--- config.mk ---
export PLATFORM = sky130hd
export DESIGN_NAME = sgrb_ctrl
export DESIGN_NICKNAME = d
export VERILOG_FILES = /design/src/hw/rtl/sgrb_pkg.sv /design/src/hw/rtl/sgrb_ctrl.sv
export SDC_FILE = /design/constraint.sdc
export NUM_CORES = 1
export LEC_CHECK = 0
export ABC_CLOCK_PERIOD_IN_PS = 1150
export BUFFER_PORTS_ARGS = -buffer_cell sky130_fd_sc_hd__buf_2
export CAP_MARGIN = 20
export CORE_AREA = 10 10 47 49
export DETAILED_ROUTE_END_ITERATION = 10
export DIE_AREA = 0 0 57 59
export SYNTH_ARGS = -nofsm -noshare
export SYNTH_HDL_FRONTEND = slang
export SYNTH_SLANG_ARGS = --single-unit
export TNS_END_PERCENT = 30
--- constraint.sdc ---
create_clock -name clock -period 1.15 [get_ports clock]
set_input_delay 0 -clock clock [delete_from_list [all_inputs] [get_ports clock]]
set_output_delay 0 -clock clock [all_outputs]
set_load 0.01 [all_outputs]
--- src/hw/rtl/sgrb_pkg.sv ---
`timescale 1ns / 1ps
package sgrb_pkg;
   localparam int WINDOW = 128;
   localparam int HIST_DEPTH = 32;
   localparam int PRINT_WIDTH = 64;
   localparam int SEQ_W = 64;
   localparam int SLOT_W = $clog2(WINDOW);
   localparam int HIDX_W = $clog2(HIST_DEPTH);
   localparam int CNT_W = $clog2(WINDOW + 1);
   localparam int HCNT_W = $clog2(HIST_DEPTH + 1);
   localparam int MAXRES = 64;
   localparam int RES_W = $clog2(MAXRES + 1);
   localparam int CSR_IDX_W = 2;

   localparam logic [CSR_IDX_W-1:0] CSR_START = 2'd0;
   localparam logic [CSR_IDX_W-1:0] CSR_MAXBUF = 2'd1;
   localparam logic [CSR_IDX_W-1:0] CSR_AHEAD = 2'd2;
   localparam logic [CSR_IDX_W-1:0] CSR_HIST = 2'd3;

   typedef enum logic [3:0] {
      K_APPLIED = 4'd0, K_DUP_APPLIED = 4'd1, K_LATE_DUP = 4'd2,
      K_DUP_BUF = 4'd3, K_GAP_BUF = 4'd4, K_APPLIED_MISMATCH = 4'd5,
      K_BUF_MISMATCH = 4'd6, K_BEYOND = 4'd7, K_FULL = 4'd8, K_EXHAUSTED = 4'd9
   } kind_type;

   typedef enum logic [2:0] {
      ST_IDLE, ST_READ, ST_DECIDE, ST_DRAIN_READ, ST_DRAIN, ST_OUT
   } state_type;

   typedef struct packed {
      logic load;
      logic read;
      logic decide;
      logic drain_read;
      logic drain;
   } cmd_type;

   typedef struct packed {
      logic more;
   } status_type;
endpackage

--- src/hw/rtl/sgrb_ctrl.sv ---
`timescale 1ns / 1ps
module sgrb_ctrl (
   input  logic clock,
   input  logic reset,
   input  logic req_valid,
   output logic req_ready,
   output logic rsp_valid,
   input  logic rsp_ready,
   input  sgrb_pkg::status_type status,
   output sgrb_pkg::cmd_type cmd
);
   import sgrb_pkg::*;
   state_type state_ff, state_in;

   always_ff @(posedge clock) begin
      if (reset) begin
         state_ff <= ST_IDLE;
      end else begin
         state_ff <= state_in;
      end
   end

   always_comb begin
      state_in = state_ff;
      unique case (state_ff)
         ST_IDLE: if (req_valid) state_in = ST_READ;
         ST_READ: state_in = ST_DECIDE;
         ST_DECIDE: state_in = ST_OUT;
         ST_DRAIN_READ: state_in = ST_DRAIN;
         ST_DRAIN: state_in = ST_OUT;
         ST_OUT: if (rsp_ready) state_in = status.more ? ST_DRAIN_READ : ST_IDLE;
         default: state_in = ST_IDLE;
      endcase
   end

   always_comb begin
      cmd = '0;
      req_ready = 1'b0;
      rsp_valid = 1'b0;
      unique case (state_ff)
         ST_IDLE: begin
            req_ready = 1'b1;
            cmd.load = req_valid;
         end
         ST_READ: cmd.read = 1'b1;
         ST_DECIDE: cmd.decide = 1'b1;
         ST_DRAIN_READ: cmd.drain_read = 1'b1;
         ST_DRAIN: cmd.drain = 1'b1;
         ST_OUT: rsp_valid = 1'b1;
         default: ;
      endcase
   end
endmodule

==> results_dict.tcl <==
set metrics [dict create \
    yosys.area_share.xor_xnor_pct 0 \
    detail_route.iter0.violations 3 \
    end_kind "primary output" \
    die_area_mm2 0.00336 \
    largest_register "state_ff" \
    tritoncts "done" \
    cts.path.max_buffers 2 \
    fillCellCount 166 \
    die_y_um 59 \
    crit_path_cell_trace "nor3_2 > and2_1 > buf_2" \
    initial_utilization_pct 12.9 \
    rsz0062_at_grt "no" \
    area_growth_syn_to_layout_pct 62.1 \
    grt_max_degree 7 \
    die-width_um 57 \
    clk_transition_reported_paths_ns 0.04 \
    globalRouteOverflowTotal 0 \
    syn_area_um2 181 \
    path_max_fanout 6 \
    port_buffers 11 \
    drt-pass1-iter-count 4 \
    worst_flop_to_flop_path_startpoint "state_ff[0]" \
    reg2reg_slack_ns 0.28 \
    synthesis.area_per_instance_um2 7.89 \
    run_status "complete, no violations" \
    rr_endpoint "state_ff[0]" \
    place_inst 50 \
    slew_viol_final 0 \
    route.detailed.wl_per_inst_um 9.64 \
    layout_top_registers "state_ff x3" \
    h-tree-depth 1 \
    worst_slack_at_placement_ns 0.267 \
    max-slew-margin-rel_pct 86.0 \
    number_of_remaining_drc_errors 0 \
    yosys_register_bits 3 \
    min_from "status" \
    worstHoldPathCells 3 \
    antenna-diode-count 0 \
    max_freq_mhz 966 \
    drv_cap 0 \
    row_count 14 \
    power.static_leakage_nw 0.139 \
    combinational_family_with_the_most_area_after_synthesis "simple AND/OR/NAND/NOR gates" \
    finalNetCount 45 \
    yosys_warnings 0 \
    largest_reg_flops 3 \
    clock-root-buffer "clkbuf_4" \
    mappedNetlistNets 28 \
    ir_worst_vdd_mv 0.280 \
    setup_tns_ns 0 \
    timing.setup.critical_path_class "flop to primary output" \
    setup_viol_count_final 0 \
    final_cell_count_no_fill 55 \
    power_dens_cells_mw_per_mm2 1400 \
    required_ns 1.15 \
    grt_first_pass_wirelength_um 897 \
    routed_wirelength_um 530 \
    setup_ws_post_layout_ns 0.115 \
    synth_sequential_area_ratio_pct 33.1 \
    drtAntennaViolNets 0 \
    worst_hold_path.endpoint "state_ff[1]" \
    critical_path_startpoint_category "flop" \
    clock_sink_count 3 \
    cts_made_buffers 3 \
    finalHoldViolCount 0 \
    worst_ep_arrival_time_ns 1.03 \
    antenna_violations_before_repair 0 \
    r2r_cells 3 \
    final_replace_weighted_congestion 0.723 \
    fin_skew_ns 0.00202 \
    insertion_delay_ns 0.23 \
    hold_path.class "input pin to flop" \
    timing_worst_slew_pin_value_ns 0.210 \
    post_synth_fa_ha_maj_area_fraction_pct 0 \
    post_synth_mux_area_share_pct 0 \
    viasPerCell 3.73 \
    synth_compound_area_share_pct 20.0 \
    critPathMaxStageDelay_ns 0.35 \
    post_route_cells_drive_above_1_share_pct 48.7 \
    synth_cells 23 \
    vias 205 \
    place.detailed.hpwl_um 427 \
    min_period_ns 1.03 \
    timing.critical_path.slowest_stage_cell "dfxtp_1" \
    vias_in_the_first_global_route 211 \
    floorplan.io_pins 12 \
    finalHoldWorstSlack_ns 0.0459 \
    synthSimpleGateAreaFrac_pct 42.8 \
    timing.critical_path.from "state_ff[0]" \
    core_area_mm2 0.00140 \
    post_synth_num_cell_types 13 \
    grt.total_usage_pct 3.59 \
    final.period_utilization_pct 90.0 \
]
## kinds of logic (layout without fill, tap and decap cells)
group                  count (synthesis)  count (layout)
buffers and inverters                  2              18
AOI/OAI and AO/OA                      4               4
DFF                                    3               3
and+or+nand+nor                       14              14
## worst max-delay path: cells and delay by family, from the launching register on
kind	cells	cell delay, ns
DFF	1	0.35
and+or+nand+nor	2	0.32
buffers and inverters	1	0.12
## Yosys cell counts
library cell  count  share of area (%)
nor2_1            5                 10
dfxtp_1           3                 33
nand2_1           3                6.2
inv_1             2                4.1
nand2b_1          2                6.9
a211oi_1          1                4.1
a211oi_2          1                6.9
a21oi_2           1                4.8
and2_1            1                3.5
nand2b_4          1                7.6
nor3_1            1                2.8
nor3_2            1                5.5
o211ai_1          1                4.1
## where the power goes
part           internal, W  switching [W]  total (W)
Clock             0.000130      0.0000557   0.000186
Combinational    0.0000477      0.0000501  0.0000977
Sequential        0.000115      0.0000142   0.000129
## cells in the final DEF (no fill, tap or decap), drive strengths merged
cell type / n
nor2: 5
inv: 2
buf: 11
nand2b: 3
clkbuf: 4
a211oi: 2
dlygate4sd3: 1
nor3: 2
dfxtp: 3
and2: 1
nand2: 3
o211ai: 1
a21oi: 1
## worst max path at each step
stage / end
3_5_place_dp: state_ff[0]
6_report: cmd[4]
2_1_floorplan: cmd[4]
4_1_cts: cmd[0]
3_3_place_gp: state_ff[0]
5_1_grt: cmd[4]
## through the flow
step	total power, W	instance area (um^2)	utilization [%]
global route	0.000452	294	21.0
detailed placement	0.000227	256	18.3
finish	0.000413	294	21.0
CTS	0.000428	293	20.9
floorplan	0.000188	181	-
global placement	0.000227	256	18.3
## routing by layer
metal | global-route usage (%) | vias up | share of wire (%)
met3 | 3.86 | 0 | 19
met2 | 4.03 | 12 | 36
met5 | 0 | - | 0
met4 | 3.02 | 0 | 0
met1 | 3.58 | 85 | 45
li1 | - | 108 | -
## area by class of cell
| cell class | count | area, um^2 | area share [%] |
|---|---|---|---|
| inverters | 2 | 7.51 | 2.55 |
| repair buffers | 12 | 65.1 | 22.1 |
| multi-input cells | 18 | 114 | 38.7 |
| clock buffers | 4 | 26.3 | 8.94 |
| flip-flops and latches | 3 | 61.3 | 20.9 |
| well taps | 16 | 20.0 | 6.81 |
## timing repair
item / in CTS / in global routing
hold endpoints to repair: 3 / 0
resized for setup: 0 / 1
setup endpoints to repair: 0 / 1
hold buffers: 1 / 0
setup buffers: 0 / 0
(Power assumes the default switching activity.)
